**src/hdl/rgt_pkg.sv**
```systemverilog
// rgt_pkg: shared types, constants and helpers of the glyph text renderer.
// Used by rgt_div, rgt_datapath, rgt_ctrl and rle_glyph_text_renderer_top.
package rgt_pkg;

    localparam int MAX_WIDTH  = 1024;
    localparam int MAX_HEIGHT = 1024;
    localparam int TAB_STOP   = 4;
    localparam int MAX_RUN    = 64;

    localparam logic [10:0] ROW_MAX  = 11'd2047;
    localparam logic [20:0] ADDR_MAX = 21'h1FFFFF;

    // column divider: 11-bit dividend, one quotient bit per cycle
    localparam int DIV_BITS  = 11;
    localparam int DIV_CNT_W = $clog2(DIV_BITS + 1);

    localparam logic [7:0] CHAR_SPACE = 8'h20;
    localparam logic [7:0] CHAR_TILDE = 8'h7E;
    localparam logic [7:0] CHAR_LF    = 8'h0A;
    localparam logic [7:0] CHAR_CR    = 8'h0D;
    localparam logic [7:0] CHAR_TAB   = 8'h09;

    typedef enum logic [1:0] {
        CMD_CHAR = 2'd0,
        CMD_RUN  = 2'd1,
        CMD_SET  = 2'd2
    } item_cmd_t;

    typedef enum logic [1:0] {
        CFG_WIDTH  = 2'd0,
        CFG_HEIGHT = 2'd1,
        CFG_COLOR  = 2'd2,
        CFG_GAP    = 2'd3
    } cfg_index_t;

    typedef enum logic [2:0] {
        CK_INVALID,
        CK_SPACE,
        CK_LF,
        CK_CR,
        CK_TAB,
        CK_GLYPH
    } char_kind_t;

    // source of the column/row handed to the cursor placement
    typedef enum logic [2:0] {
        PS_CURSOR,
        PS_SETPOS,
        PS_SPACE,
        PS_LF,
        PS_CR,
        PS_TAB,
        PS_GLYPH
    } place_src_t;

    typedef enum logic [3:0] {
        S_IDLE,
        S_AREA,
        S_GMUL,
        S_CHECK,
        S_DIV,
        S_DISPATCH,
        S_WRAP1,
        S_WRAP2,
        S_AMUL,
        S_OPEN,
        S_RUN,
        S_FLUSH
    } state_t;

    // controller -> datapath
    typedef struct packed {
        logic       accept;
        logic       area_mul;
        logic       glyph_mul;
        logic       addr_mul;
        logic       clr_glyph;
        logic       div_start;
        place_src_t src;
        logic       place;
        logic       wrap1;
        logic       wrap2;
        logic       open_glyph;
        logic       pix_step;
        logic       flush;
    } rgt_ctl_t;

    // datapath -> controller
    typedef struct packed {
        logic [1:0] item_cmd;
        char_kind_t char_kind;
        logic       glyph_big;
        logic       glyph_active;
        logic       div_done;
        logic       run_done;
        logic       pix_stall;
        logic       pend_valid;
        logic       out_free;
    } rgt_sts_t;

    function automatic char_kind_t classify(input logic [7:0] c);
        char_kind_t k;
        if (c == CHAR_SPACE) begin
            k = CK_SPACE;
        end else if (c == CHAR_LF) begin
            k = CK_LF;
        end else if (c == CHAR_CR) begin
            k = CK_CR;
        end else if (c == CHAR_TAB) begin
            k = CK_TAB;
        end else if (c inside {[CHAR_SPACE:CHAR_TILDE]}) begin
            k = CK_GLYPH;
        end else begin
            k = CK_INVALID;
        end
        return k;
    endfunction

endpackage

```
**src/hdl/rgt_div.sv**
```systemverilog
// rgt_div: restoring divider, one quotient bit per cycle.
// Splits a cursor column into row carry and column. Depends on rgt_pkg.
module rgt_div
    import rgt_pkg::*;
(
    input  logic                aclk,
    input  logic                aresetn,
    input  logic                start,
    input  logic [DIV_BITS-1:0] num,
    input  logic [DIV_BITS-1:0] divisor,
    output logic                done,
    output logic [DIV_BITS-1:0] quot,
    output logic [9:0]          rem
);

    logic [DIV_CNT_W-1:0] cnt_reg;
    logic [DIV_BITS-1:0]  rem_reg;
    logic [DIV_BITS-1:0]  quot_reg;
    logic [DIV_BITS:0]    shifted;
    logic                 ge;
    logic [DIV_BITS:0]    diff;

    // remainder stays below the divisor (at most 1024), so shifted never sets its top bit
    assign shifted = {rem_reg, quot_reg[DIV_BITS-1]};
    assign ge      = shifted >= {1'b0, divisor};
    assign diff    = shifted - {1'b0, divisor};

    always_ff @(posedge aclk) begin
        if (!aresetn) begin
            cnt_reg <= '0;
        end else if (start) begin
            cnt_reg <= DIV_CNT_W'(DIV_BITS);
        end else if (cnt_reg != '0) begin
            cnt_reg <= cnt_reg - 1'b1;
        end
    end

    always_ff @(posedge aclk) begin
        if (start) begin
            rem_reg  <= '0;
            quot_reg <= num;
        end else if (cnt_reg != '0) begin
            rem_reg  <= ge ? diff[DIV_BITS-1:0] : shifted[DIV_BITS-1:0];
            quot_reg <= {quot_reg[DIV_BITS-2:0], ge};
        end
    end

    assign done = (cnt_reg == '0);
    assign quot = quot_reg;
    assign rem  = rem_reg[9:0];

endmodule

```
**src/hdl/rgt_datapath.sv**
```systemverilog
// rgt_datapath: config registers, cursor, shared multiplier, glyph state,
// pixel walker and output staging. Depends on rgt_pkg and rgt_div.
module rgt_datapath
    import rgt_pkg::*;
(
    input  logic        aclk,
    input  logic        aresetn,
    input  rgt_ctl_t    ctl,
    output rgt_sts_t    sts,
    input  logic [59:0] in_data,
    input  logic [1:0]  in_kind,
    output logic        out_valid,
    input  logic        out_ready,
    output logic [19:0] out_address,
    output logic [15:0] out_color,
    output logic        out_last,
    input  logic        cfg_wr_en,
    input  logic [1:0]  cfg_index,
    input  logic [15:0] cfg_wdata
);

    // configuration
    logic [10:0] width_reg, height_reg;
    logic [15:0] color_reg;
    logic [7:0]  gap_reg;
    logic [10:0] w_eff, h_eff;

    // captured item
    logic [1:0]  cmd_reg;
    logic [7:0]  char_reg, gw_reg, gh_reg, yoff_reg;
    logic        paint_reg;
    logic [9:0]  pos_x_reg, pos_y_reg;
    logic [6:0]  run_left_reg;
    logic [6:0]  run_len;

    // arithmetic
    logic [12:0] mul_a;
    logic [10:0] mul_b;
    logic [23:0] mul_out;
    logic [23:0] prod_reg;
    logic [20:0] area_reg;

    // cursor and placement
    logic [9:0]  cursor_col_reg;
    logic [10:0] cursor_row_reg;
    logic [11:0] row_base_reg;
    logic [9:0]  wcol_reg;
    logic [11:0] wrow_reg;
    logic [10:0] div_num;
    logic [11:0] div_row;
    logic        div_done;
    logic [10:0] div_quot;
    logic [9:0]  div_rem;
    logic [12:0] row_sum;
    logic [11:0] row_next_line;
    logic [10:0] wrap_col_sum;
    logic [12:0] wrap_row_sum;
    logic [24:0] open_addr;

    // glyph state and pixel walker
    logic [20:0] draw_addr_reg;
    logic [7:0]  row_pos_reg, row_size_reg;
    logic        glyph_active_reg;
    logic [21:0] pix_addr;
    logic        emit;
    logic        out_free;
    logic [8:0]  rp_inc;
    logic        row_end;
    logic [21:0] da_step;
    logic [20:0] da_next;

    // output staging: one held write (to learn which is last) plus the output register
    logic        pend_valid_reg;
    logic [19:0] pend_addr_reg;
    logic        out_valid_reg;
    logic [19:0] out_addr_reg;
    logic [15:0] out_color_reg;
    logic        out_last_reg;
    logic        load_out;

    always_comb begin
        if (width_reg == '0) begin
            w_eff = 11'd1;
        end else if (width_reg > 11'(MAX_WIDTH)) begin
            w_eff = 11'(MAX_WIDTH);
        end else begin
            w_eff = width_reg;
        end
        if (height_reg == '0) begin
            h_eff = 11'd1;
        end else if (height_reg > 11'(MAX_HEIGHT)) begin
            h_eff = 11'(MAX_HEIGHT);
        end else begin
            h_eff = height_reg;
        end
    end

    always_ff @(posedge aclk) begin
        if (!aresetn) begin
            width_reg  <= 11'd320;
            height_reg <= 11'd240;
            color_reg  <= 16'hFFFF;
            gap_reg    <= 8'd0;
        end else if (cfg_wr_en) begin
            case (cfg_index_t'(cfg_index))
                CFG_WIDTH:  width_reg  <= cfg_wdata[10:0];
                CFG_HEIGHT: height_reg <= cfg_wdata[10:0];
                CFG_COLOR:  color_reg  <= cfg_wdata;
                CFG_GAP:    gap_reg    <= cfg_wdata[7:0];
                default: ;
            endcase
        end
    end

    // item capture
    assign run_len = (in_data[38:32] > 7'(MAX_RUN)) ? 7'(MAX_RUN) : in_data[38:32];

    always_ff @(posedge aclk) begin
        if (ctl.accept) begin
            cmd_reg   <= in_kind;
            char_reg  <= in_data[7:0];
            gw_reg    <= in_data[15:8];
            gh_reg    <= in_data[23:16];
            yoff_reg  <= in_data[31:24];
            paint_reg <= in_data[39];
            pos_x_reg <= in_data[49:40];
            pos_y_reg <= in_data[59:50];
        end
    end

    always_ff @(posedge aclk) begin
        if (!aresetn) begin
            run_left_reg <= '0;
        end else if (ctl.accept) begin
            run_left_reg <= run_len;
        end else if (ctl.pix_step) begin
            run_left_reg <= run_left_reg - 1'b1;
        end
    end

    // shared multiplier: screen area, glyph area, glyph start row times stride
    always_comb begin
        if (ctl.area_mul) begin
            mul_a = {2'b0, w_eff};
            mul_b = h_eff;
        end else if (ctl.glyph_mul) begin
            mul_a = {5'b0, gw_reg};
            mul_b = {3'b0, gh_reg};
        end else begin
            mul_a = 13'(wrow_reg) + 13'(yoff_reg);
            mul_b = w_eff;
        end
    end

    assign mul_out = 24'(mul_a) * 24'(mul_b);

    always_ff @(posedge aclk) begin
        if (ctl.area_mul) begin
            area_reg <= mul_out[20:0];
        end
        if (ctl.glyph_mul || ctl.addr_mul) begin
            prod_reg <= mul_out;
        end
    end

    // placement source select
    assign row_next_line = 12'(cursor_row_reg) + 12'd1 + 12'(gap_reg);

    always_comb begin
        case (ctl.src)
            PS_SETPOS: begin
                div_num = {1'b0, pos_x_reg};
                div_row = {2'b0, pos_y_reg};
            end
            PS_SPACE: begin
                div_num = 11'(cursor_col_reg) + 11'(gw_reg);
                div_row = {1'b0, cursor_row_reg};
            end
            PS_LF: begin
                div_num = '0;
                div_row = row_next_line;
            end
            PS_CR: begin
                div_num = '0;
                div_row = {1'b0, cursor_row_reg};
            end
            PS_TAB: begin
                div_num = 11'(cursor_col_reg) + 11'(gw_reg) * 11'(TAB_STOP);
                div_row = {1'b0, cursor_row_reg};
            end
            PS_GLYPH: begin
                div_num = 11'(wcol_reg) + 11'(gw_reg);
                div_row = wrow_reg;
            end
            default: begin
                div_num = {1'b0, cursor_col_reg};
                div_row = {1'b0, cursor_row_reg};
            end
        endcase
    end

    rgt_div u_div (
        .aclk    (aclk),
        .aresetn (aresetn),
        .start   (ctl.div_start),
        .num     (div_num),
        .divisor (w_eff),
        .done    (div_done),
        .quot    (div_quot),
        .rem     (div_rem)
    );

    always_ff @(posedge aclk) begin
        if (ctl.div_start) begin
            row_base_reg <= div_row;
        end
    end

    assign row_sum = 13'(row_base_reg) + 13'(div_quot);

    always_ff @(posedge aclk) begin
        if (!aresetn) begin
            cursor_col_reg <= '0;
            cursor_row_reg <= '0;
        end else if (ctl.place) begin
            cursor_col_reg <= div_rem;
            cursor_row_reg <= (row_sum > 13'(ROW_MAX)) ? ROW_MAX : row_sum[10:0];
        end
    end

    // wrap to next line, then back to top
    assign wrap_col_sum = 11'(cursor_col_reg) + 11'(gw_reg);
    assign wrap_row_sum = 13'(wrow_reg) + 13'(gh_reg);

    always_ff @(posedge aclk) begin
        if (ctl.wrap1) begin
            if (wrap_col_sum > w_eff) begin
                wcol_reg <= '0;
                wrow_reg <= row_next_line;
            end else begin
                wcol_reg <= cursor_col_reg;
                wrow_reg <= {1'b0, cursor_row_reg};
            end
        end else if (ctl.wrap2) begin
            if (wrap_row_sum > 13'(h_eff)) begin
                wcol_reg <= '0;
                wrow_reg <= '0;
            end
        end
    end

    assign open_addr = 25'(prod_reg) + 25'(wcol_reg);

    // pixel walker
    assign pix_addr = {1'b0, draw_addr_reg} + 22'(row_pos_reg);
    assign emit     = paint_reg && (pix_addr < {1'b0, area_reg});
    assign out_free = !out_valid_reg || out_ready;
    assign rp_inc   = {1'b0, row_pos_reg} + 9'd1;
    assign row_end  = rp_inc >= {1'b0, row_size_reg};
    assign da_step  = {1'b0, draw_addr_reg} + 22'(w_eff);
    assign da_next  = (da_step > {1'b0, ADDR_MAX}) ? ADDR_MAX : da_step[20:0];

    always_ff @(posedge aclk) begin
        if (!aresetn) begin
            draw_addr_reg    <= '0;
            row_pos_reg      <= '0;
            row_size_reg     <= '0;
            glyph_active_reg <= 1'b0;
        end else begin
            if (ctl.clr_glyph) begin
                glyph_active_reg <= 1'b0;
            end
            if (ctl.open_glyph) begin
                draw_addr_reg    <= (open_addr > 25'(ADDR_MAX)) ? ADDR_MAX
                                                                : open_addr[20:0];
                row_pos_reg      <= '0;
                row_size_reg     <= gw_reg;
                glyph_active_reg <= 1'b1;
            end else if (ctl.pix_step) begin
                if (row_end) begin
                    row_pos_reg   <= '0;
                    draw_addr_reg <= da_next;
                end else begin
                    row_pos_reg <= rp_inc[7:0];
                end
            end
        end
    end

    // output staging
    assign load_out = (ctl.pix_step && emit && pend_valid_reg) || ctl.flush;

    always_ff @(posedge aclk) begin
        if (!aresetn) begin
            pend_valid_reg <= 1'b0;
            out_valid_reg  <= 1'b0;
        end else begin
            if (ctl.pix_step && emit) begin
                pend_valid_reg <= 1'b1;
            end else if (ctl.flush) begin
                pend_valid_reg <= 1'b0;
            end
            if (load_out) begin
                out_valid_reg <= 1'b1;
            end else if (out_ready) begin
                out_valid_reg <= 1'b0;
            end
        end
    end

    always_ff @(posedge aclk) begin
        if (ctl.pix_step && emit) begin
            pend_addr_reg <= pix_addr[19:0];
        end
        if (load_out) begin
            out_addr_reg  <= pend_addr_reg;
            out_color_reg <= color_reg;
            out_last_reg  <= ctl.flush;
        end
    end

    assign out_valid   = out_valid_reg;
    assign out_address = out_addr_reg;
    assign out_color   = out_color_reg;
    assign out_last    = out_last_reg;

    always_comb begin
        sts.item_cmd     = cmd_reg;
        sts.char_kind    = classify(char_reg);
        sts.glyph_big    = prod_reg >= {3'b0, area_reg};
        sts.glyph_active = glyph_active_reg;
        sts.div_done     = div_done;
        sts.run_done     = (run_left_reg == '0);
        sts.pix_stall    = emit && pend_valid_reg && !out_free;
        sts.pend_valid   = pend_valid_reg;
        sts.out_free     = out_free;
    end

endmodule

```
**src/hdl/rgt_ctrl.sv**
```systemverilog
// rgt_ctrl: sequencer of the glyph text renderer; issues datapath commands.
// Depends on rgt_pkg.
module rgt_ctrl
    import rgt_pkg::*;
(
    input  logic     aclk,
    input  logic     aresetn,
    input  logic     in_valid,
    output logic     in_ready,
    input  rgt_sts_t sts,
    output rgt_ctl_t ctl
);

    state_t state_reg, state_next;
    logic   final_reg, final_next;   // placement ends the item

    always_ff @(posedge aclk) begin
        if (!aresetn) begin
            state_reg <= S_IDLE;
            final_reg <= 1'b0;
        end else begin
            state_reg <= state_next;
            final_reg <= final_next;
        end
    end

    always_comb begin
        state_next = state_reg;
        final_next = final_reg;
        ctl        = '0;
        ctl.src    = PS_CURSOR;
        in_ready   = 1'b0;

        case (state_reg)
            S_IDLE: begin
                in_ready = 1'b1;
                if (in_valid) begin
                    ctl.accept = 1'b1;
                    state_next = S_AREA;
                end
            end
            S_AREA: begin
                ctl.area_mul = 1'b1;
                case (item_cmd_t'(sts.item_cmd))
                    CMD_CHAR: begin
                        ctl.clr_glyph = 1'b1;
                        state_next    = S_GMUL;
                    end
                    CMD_RUN: begin
                        state_next = sts.glyph_active ? S_RUN : S_IDLE;
                    end
                    CMD_SET: begin
                        ctl.clr_glyph = 1'b1;
                        ctl.div_start = 1'b1;
                        ctl.src       = PS_SETPOS;
                        final_next    = 1'b1;
                        state_next    = S_DIV;
                    end
                    default: state_next = S_IDLE;
                endcase
            end
            S_GMUL: begin
                ctl.glyph_mul = 1'b1;
                state_next    = S_CHECK;
            end
            S_CHECK: begin
                if (sts.char_kind == CK_INVALID || sts.glyph_big) begin
                    state_next = S_IDLE;
                end else begin
                    // normalize the stored cursor first
                    ctl.div_start = 1'b1;
                    ctl.src       = PS_CURSOR;
                    final_next    = 1'b0;
                    state_next    = S_DIV;
                end
            end
            S_DIV: begin
                if (sts.div_done) begin
                    ctl.place  = 1'b1;
                    state_next = final_reg ? S_IDLE : S_DISPATCH;
                end
            end
            S_DISPATCH: begin
                final_next = 1'b1;
                case (sts.char_kind)
                    CK_SPACE: begin
                        ctl.div_start = 1'b1;
                        ctl.src       = PS_SPACE;
                        state_next    = S_DIV;
                    end
                    CK_LF: begin
                        ctl.div_start = 1'b1;
                        ctl.src       = PS_LF;
                        state_next    = S_DIV;
                    end
                    CK_CR: begin
                        ctl.div_start = 1'b1;
                        ctl.src       = PS_CR;
                        state_next    = S_DIV;
                    end
                    CK_TAB: begin
                        ctl.div_start = 1'b1;
                        ctl.src       = PS_TAB;
                        state_next    = S_DIV;
                    end
                    CK_GLYPH: state_next = S_WRAP1;
                    default:  state_next = S_IDLE;
                endcase
            end
            S_WRAP1: begin
                ctl.wrap1  = 1'b1;
                state_next = S_WRAP2;
            end
            S_WRAP2: begin
                ctl.wrap2  = 1'b1;
                state_next = S_AMUL;
            end
            S_AMUL: begin
                ctl.addr_mul = 1'b1;
                state_next   = S_OPEN;
            end
            S_OPEN: begin
                ctl.open_glyph = 1'b1;
                ctl.div_start  = 1'b1;
                ctl.src        = PS_GLYPH;
                final_next     = 1'b1;
                state_next     = S_DIV;
            end
            S_RUN: begin
                if (sts.run_done) begin
                    state_next = S_FLUSH;
                end else if (!sts.pix_stall) begin
                    ctl.pix_step = 1'b1;
                end
            end
            S_FLUSH: begin
                if (!sts.pend_valid) begin
                    state_next = S_IDLE;
                end else if (sts.out_free) begin
                    ctl.flush  = 1'b1;
                    state_next = S_IDLE;
                end
            end
            default: state_next = S_IDLE;
        endcase
    end

endmodule

```
**src/hdl/rle_glyph_text_renderer_top.sv**
```systemverilog
// rle_glyph_text_renderer_top: glyph text renderer top; needs rgt_pkg, rgt_ctrl, rgt_datapath.
// One request in flight. A run steps one pixel per cycle while the output does not stall.
// Cursor set, whitespace and printable glyphs use the 11-step column divider: once for a
//   cursor set, twice for a space, tab, line feed, return or printable glyph.
// Reset (aresetn, synchronous, active low): registers to 320x240, white pen, no line gap;
//   cursor at 0,0, no glyph open, no pixel write pending.
module rle_glyph_text_renderer_top
    import rgt_pkg::*;
(
    input  logic        aclk,
    input  logic        aresetn,
    // input requests
    input  logic        s_tvalid,
    output logic        s_tready,
    // [7:0] char_code, [15:8] glyph_width, [23:16] glyph_height,
    // [31:24] glyph_y_offset, [38:32] run_length, [39] run_draw,
    // [49:40] pos_x, [59:50] pos_y, [63:60] zero
    input  logic [63:0] s_tdata,
    // [1:0] cmd
    input  logic [1:0]  s_tuser,
    // pixel writes
    output logic        m_tvalid,
    input  logic        m_tready,
    // [19:0] pixel_address, [35:20] pixel_color, [39:36] zero
    output logic [39:0] m_tdata,
    output logic        m_tlast,   // last_pixel
    // register writes
    input  logic        cfg_wr_en,
    input  logic [1:0]  cfg_index,
    input  logic [15:0] cfg_wdata
);

    rgt_ctl_t    ctl;
    rgt_sts_t    sts;
    logic [19:0] pix_address;
    logic [15:0] pix_color;

    // sequencer: accepts a request in idle, then walks the datapath through it
    rgt_ctrl u_ctrl (
        .aclk     (aclk),
        .aresetn  (aresetn),
        .in_valid (s_tvalid),
        .in_ready (s_tready),
        .sts      (sts),
        .ctl      (ctl)
    );

    // datapath: registers, cursor, multiplier, divider, pixel walker, output stage
    rgt_datapath u_dp (
        .aclk        (aclk),
        .aresetn     (aresetn),
        .ctl         (ctl),
        .sts         (sts),
        .in_data     (s_tdata[59:0]),
        .in_kind     (s_tuser),
        .out_valid   (m_tvalid),
        .out_ready   (m_tready),
        .out_address (pix_address),
        .out_color   (pix_color),
        .out_last    (m_tlast),
        .cfg_wr_en   (cfg_wr_en),
        .cfg_index   (cfg_index),
        .cfg_wdata   (cfg_wdata)
    );

    assign m_tdata = {4'b0, pix_color, pix_address};

`ifndef SYNTH
    // a held write must be flushed before the next request is taken
    a_idle_no_pending: assert property (@(posedge aclk) disable iff (!aresetn)
        s_tready |-> !sts.pend_valid)
        else $error("pixel write still held while accepting a request");

    // a write shown without last always has a successor held back
    a_not_last_has_next: assert property (@(posedge aclk) disable iff (!aresetn)
        (m_tvalid && !m_tlast) |-> sts.pend_valid)
        else $error("non-final pixel write without a following write");

    // pixels are only walked inside an open glyph
    a_step_needs_glyph: assert property (@(posedge aclk) disable iff (!aresetn)
        ctl.pix_step |-> sts.glyph_active)
        else $error("pixel step with no glyph open");

    // a flush always marks the final write of the run
    a_flush_last: assert property (@(posedge aclk) disable iff (!aresetn)
        ctl.flush |=> (m_tvalid && m_tlast))
        else $error("flushed write not marked last");
`endif

endmodule

```
**config.mk**
```make
export PLATFORM = sky130hd
export DESIGN_NAME = rle_glyph_text_renderer_top
export DESIGN_NICKNAME = d
export VERILOG_FILES = /design/src/hdl/rgt_pkg.sv /design/src/hdl/rgt_div.sv /design/src/hdl/rgt_datapath.sv /design/src/hdl/rgt_ctrl.sv /design/src/hdl/rle_glyph_text_renderer_top.sv
export SDC_FILE = /design/constraint.sdc
export NUM_CORES = 1
export LEC_CHECK = 0
export BUFFER_PORTS_ARGS = -buffer_cell sky130_fd_sc_hd__buf_2
export CORE_MARGIN = 8
export CORE_UTILIZATION = 30
export DETAILED_ROUTE_END_ITERATION = 10
export HOLD_SLACK_MARGIN = 0.1
export PLACE_DENSITY = 0.58
export RECOVER_POWER = 25
export SLEW_MARGIN = 5
export SYNTH_ARGS = -nofsm -noshare
export SYNTH_HDL_FRONTEND = slang
export SYNTH_SLANG_ARGS = --single-unit
```
**constraint.sdc**
```tcl
create_clock -name aclk -period 7.2 [get_ports aclk]
set_clock_uncertainty 0.15 [all_clocks]
set_input_delay 0.36 -clock aclk [delete_from_list [all_inputs] [get_ports aclk]]
set_output_delay 0.36 -clock aclk [all_outputs]
set_load 0.01 [all_outputs]
```
==> results by stage <==
Outcome:
- The flow ran to the end, but the final reports show violations.
- The final reports fail on setup timing.

Timing:
- The relative slew slack is between 20% and 30%.
- The max-slew violation total from the final report is 0.
- Across all setup checks in the final design, the least slack found is -0.0420 ns.
- The smallest clock period supported by the final layout is computed as 7.24 ns.
- After layout, the worst path uses 101% of the clock period.
- The final-report hold violation count was 0.
- At the pin with the least slew margin, the transition time is about 1.1 ns.
- The number of endpoints failing setup at the final stage is 1.
- The achievable frequency is approximately 0.14 GHz.
- Setup repair after global routing could not meet its margin everywhere.

Routing:
- The remaining design rule violation count is 0.
- The amount of wire on met3 after detailed routing is ~5 mm.
- The detail route stage leaves a number of antenna-violating nets equal to 0.
- Summed over all layers, the routed wires come to about 78 mm.
- After the first detailed-routing iteration, the DRC count stood at 1608.
- After detailed routing, the number of vias per cell comes to slightly above 5.
- The via count is just over 20000.
- The routed design uses roughly 36 mm of met2 wire.
- For this block, wires on met1 add up to between 30 and 40 mm.
- The first detailed-routing pass ran for 5 iterations.
- Dividing the detail-routed wire length by the instance count gives between 15 and 20 µm.
- The highest routed metal layer is met4.

Floorplan:
- The standard cell core area is just over 0.08 mm².
- The number of placement rows is 104.
- In this run the vertical extent of the chip is roughly 300 µm.
- The starting density of the core is between 30% and 40%.
- From left edge to right edge, the die measures 301 µm.
- The number of ports placed on the die boundary is 132.
- The floorplan step defined a die boundary enclosing a little over 0.09 mm².

Min path:
- The min-delay analysis places its worst path in the category in -> reg.
- The worst hold path was traced through 5 stages.
- The sink of the worst hold path is u_dp.width_reg[3].
- The startpoint identified for the worst hold timing path is cfg_index[0].

GRT:
- The initial antenna violation count is 1.
- Global routing used approximately 17% of the available tracks across all layers.
- The first global-routing pass estimated around 120 mm of wire.
- The leftover overflow at the end of global routing is 0.
- Entering global routing, the biggest net connects between 50 and 60 pins.
- The number of global-route vias before repair came to between 20000 and 25000.

Synthesis:
- By count the netlist is led by sky130_fd_sc_hd__nand2_1, sky130_fd_sc_hd__ha_1, sky130_fd_sc_hd__inv_1.
- The synthesized flop and latch total is ~340.
- The share of synthesized area occupied by flip-flops and latches is a little over a third.
- The synthesized netlist devotes about 16% of its cell area to compound gates.
- The combined area of all synthesized cells is between 0.02 and 0.025 mm².
- After Yosys synthesis, full adders, half adders and majority gates account for a little over a fifth of the synthesized area.
- After Yosys synthesis, XOR and XNOR cells account for around 4.8% of the synthesized area.
- The proportion of synthesized area in mux cells is 1.27%.
- The number of warnings reported in the yosys synthesis log is 0.
- The most common cell in the netlist is sky130_fd_sc_hd__nand2_1.
- Synthesis produced a netlist whose cell count is about 2600.
- The most frequently used flop master after synthesis is sky130_fd_sc_hd__edfxtp_1.
- The biggest area contributor in the post-synthesis netlist is sky130_fd_sc_hd__edfxtp_1.
- By area the synthesized netlist is led by sky130_fd_sc_hd__edfxtp_1, sky130_fd_sc_hd__ha_1, sky130_fd_sc_hd__dfxtp_1.
- Of the post-synthesis cell area, the dominant cell type holds between 20 and 25%.
- Yosys mapped the design onto 85 distinct sky130hd cell types.
- The synthesized area per cell is 9.39 µm².
- In the synthesized netlist the async set-or-reset flop fraction comes to 0%.
- The count of flip-flops with a built-in enable after synthesis is ~200.
- The dominant combinational cell family by area after synthesis is adder cells.
- The post-synthesis simple-gate area fraction is between 15 and 20%.

Critical path:
- The data arrival time of the critical path is 7.43 ns.
- The kind of capture point of the worst setup path is a flip-flop.
- The kind of launch point of the worst setup path is a flip-flop.
- The largest driver fanout on the critical path is 4.
- The endpoint of the most critical register-to-register path is u_dp.prod_reg[22].
- Measured in cells, the most critical reg-to-reg path has a length of 28.
- The top cell family by delay on the critical path is adder cells.
- The highest cell delay on the worst timing path is around 0.53 ns.
- The register-to-register path setup slack is -0.04 ns.
- For this design, the slowest cell found on the critical path is sky130_fd_sc_hd__fa_1.
- The sum of buffers and inverters on the critical path is 6.
- Among the stages of the critical path, the cell type that occurs most often is sky130_fd_sc_hd__fa_1.
- The startpoint-to-endpoint class of the critical path is reg -> reg.
- The critical path data required time is roughly 7.4 ns.
- The start of the worst register-to-register path is u_dp.wrow_reg[0].

Layout:
- For this run, the post-layout net count is 3370.
- The filler cell count is 8121.
- After routing the design area is a little under 0.03 mm².
- The number of antenna diodes in the final layout is 0.
- The flip-flop count of the largest register, all copies and words added is 24.
- Summing all flip-flop and latch instances after layout gives between 0.008 and 0.009 mm².
- The post-route netlist has approximately 14% of its cells at a drive strength greater than 1.
- The area growth from synthesis to layout is 21.7%.
- The combined area of the multi-input logic cells is 0.0147 mm².

Clock tree:
- The clock insertion delay at the later pin of the skew report is roughly 0.59 ns.
- The clock passes through at most 3 buffers.
- The clock-pin slew of the registers on the worst-case setup and hold paths is ~0.07 ns.
- The cell chosen for the clock root is sky130_fd_sc_hd__clkbuf_16.
- Counting the buffers created by CTS gives 39.
- CTS saw between 300 and 400 sinks.
- The CTS tree is yes.
- The number of H-tree levels is 2.

Power:
- Sequential cells burn between 20% and 30% of the power.
- The internal power of the cells totals 5.53 mW.
- The net switching power is ~3.4 mW.
- The share of total power consumed by net switching is a little under two fifths.
- The worst-case IR drop observed on VDD is ~360 µV.
- The portion of total power attributed to combinational logic is between 40 and 50%.
- The leakage power of the design is approximately 12 nW.
- The power density of the placed cells is 300 mW/mm².
- The total chip power is 8.91 mW.
- In this run, the clock network consumes a little under a quarter of the power.

Flow run:
- The tool flagged a number of max-cap violations equal to 0.

Place:
- The instance area after placement is approximately 0.027 mm².
- The count of buffers added on input and output ports is 123.
- The final weighted congestion in routability-driven placement is roughly 0.94.
- Detailed placement finished with a half-perimeter wire length of around 63 mm.
==> power by group through the flow <==
stage	logic [mW]	registers, mW	clock network, mW
global route	4.70	2.63	2.22
floorplan	2.74	2.55	0
detailed placement	3.96	2.65	0
finish	4.20	2.61	2.09
CTS	4.11	2.61	2.14
global placement	3.93	2.65	0
==> layout make-up <==
cell class	count	area share [%]
flip-flops and latches	336	29.4
clock buffers	51	3.68
multi-input cells	1959	49.6
repair buffers	378	9.14
inverters	223	2.82
well taps	1060	4.46
clock inverters	20	0.855
==> cells in the final DEF (no fill, tap or decap), types with 76 or more instances in the layout <==
| master | n |
|---|---|
| sky130_fd_sc_hd__buf_2 | 80 |
| sky130_fd_sc_hd__a21oi_1 | 176 |
| sky130_fd_sc_hd__ha_1 | 229 |
| sky130_fd_sc_hd__o21ai_0 | 93 |
| sky130_fd_sc_hd__xnor2_1 | 82 |
| sky130_fd_sc_hd__dfxtp_1 | 134 |
| sky130_fd_sc_hd__nand3_1 | 76 |
| sky130_fd_sc_hd__edfxtp_1 | 202 |
| sky130_fd_sc_hd__dlygate4sd3_1 | 84 |
| sky130_fd_sc_hd__inv_1 | 211 |
| sky130_fd_sc_hd__nor2_1 | 212 |
| sky130_fd_sc_hd__buf_4 | 168 |
| sky130_fd_sc_hd__nand2_1 | 300 |
| sky130_fd_sc_hd__fa_1 | 104 |
==> through the flow <==
| step | TNS (ns) | hold WS (ns) | setup slack, ns | instances | util (%) |
|---|---|---|---|---|---|
| final | -0.0420 | 0.193 | -0.0420 | 4027 | 36.9 |
| after CTS | -0.105 | 0.151 | -0.0854 | 4023 | 36.8 |
| after global routing | -1.24 | 0.189 | -0.252 | 4027 | 36.9 |
| after global placement | -0.260 | 0.255 | -0.260 | 3857 | 33.9 |
| after detailed placement | -0.306 | 0.255 | -0.294 | 3857 | 33.9 |
| after floorplan | 0 | 0.250 | 0.00245 | 2604 | - |
==> how the worst max path moves through the flow <==
stage / endpoint / slack (ns) / start / depth (start not counted)
6_report: u_dp.prod_reg[22] / -0.04 / u_dp.wrow_reg[0] / 28
5_1_grt: u_dp.prod_reg[22] / -0.25 / u_dp.wrow_reg[1] / 28
4_1_cts: u_dp.prod_reg[22] / -0.09 / u_dp.wrow_reg[0] / 28
3_5_place_dp: u_dp.prod_reg[22] / -0.29 / u_dp.wrow_reg[0] / 26
3_3_place_gp: u_dp.prod_reg[22] / -0.26 / u_dp.wrow_reg[0] / 27
2_1_floorplan: u_dp.prod_reg[22] / 0.002 / u_dp.wrow_reg[0] / 26
==> timing repair <==
action	in CTS	in global routing
pin swaps	34	42
endpoints found under the setup margin	1	15
setup buffers	11	4
gates resized for setup	14	23
hold buffers	84	0
cloned	0	0
hold endpoints to repair	111	0
==> worst reg2reg max path, delay by kind of cell, from the launching register on <==
| family | cells | cell delay (ns) |
|---|---|---|
| fa+ha+maj | 8 | 3.25 |
| compound gates | 7 | 1.70 |
| buf+inv | 6 | 0.61 |
| simple gates | 5 | 0.60 |
| flops | 1 | 0.40 |
| xor+xnor | 2 | 0.31 |
==> layer usage <==
metal / up-vias / global-route usage, %
li1: 9907 / -
met1: 9898 / 22.6
met2: 590 / 28.0
met3: 124 / 2.73
met4: 0 / 4.64
met5: - / 0
==> logic make-up after synthesis <==
family | count (synthesis)
DFF | 336
xor gates and xnor gates | 133
AOI/OAI and AO/OA | 595
adders and majority gates | 344
and+or+nand+nor | 853
other | 1
buffers and inverters | 309
muxes | 30
No activity file was read; power rests on OpenSTA's default activity.
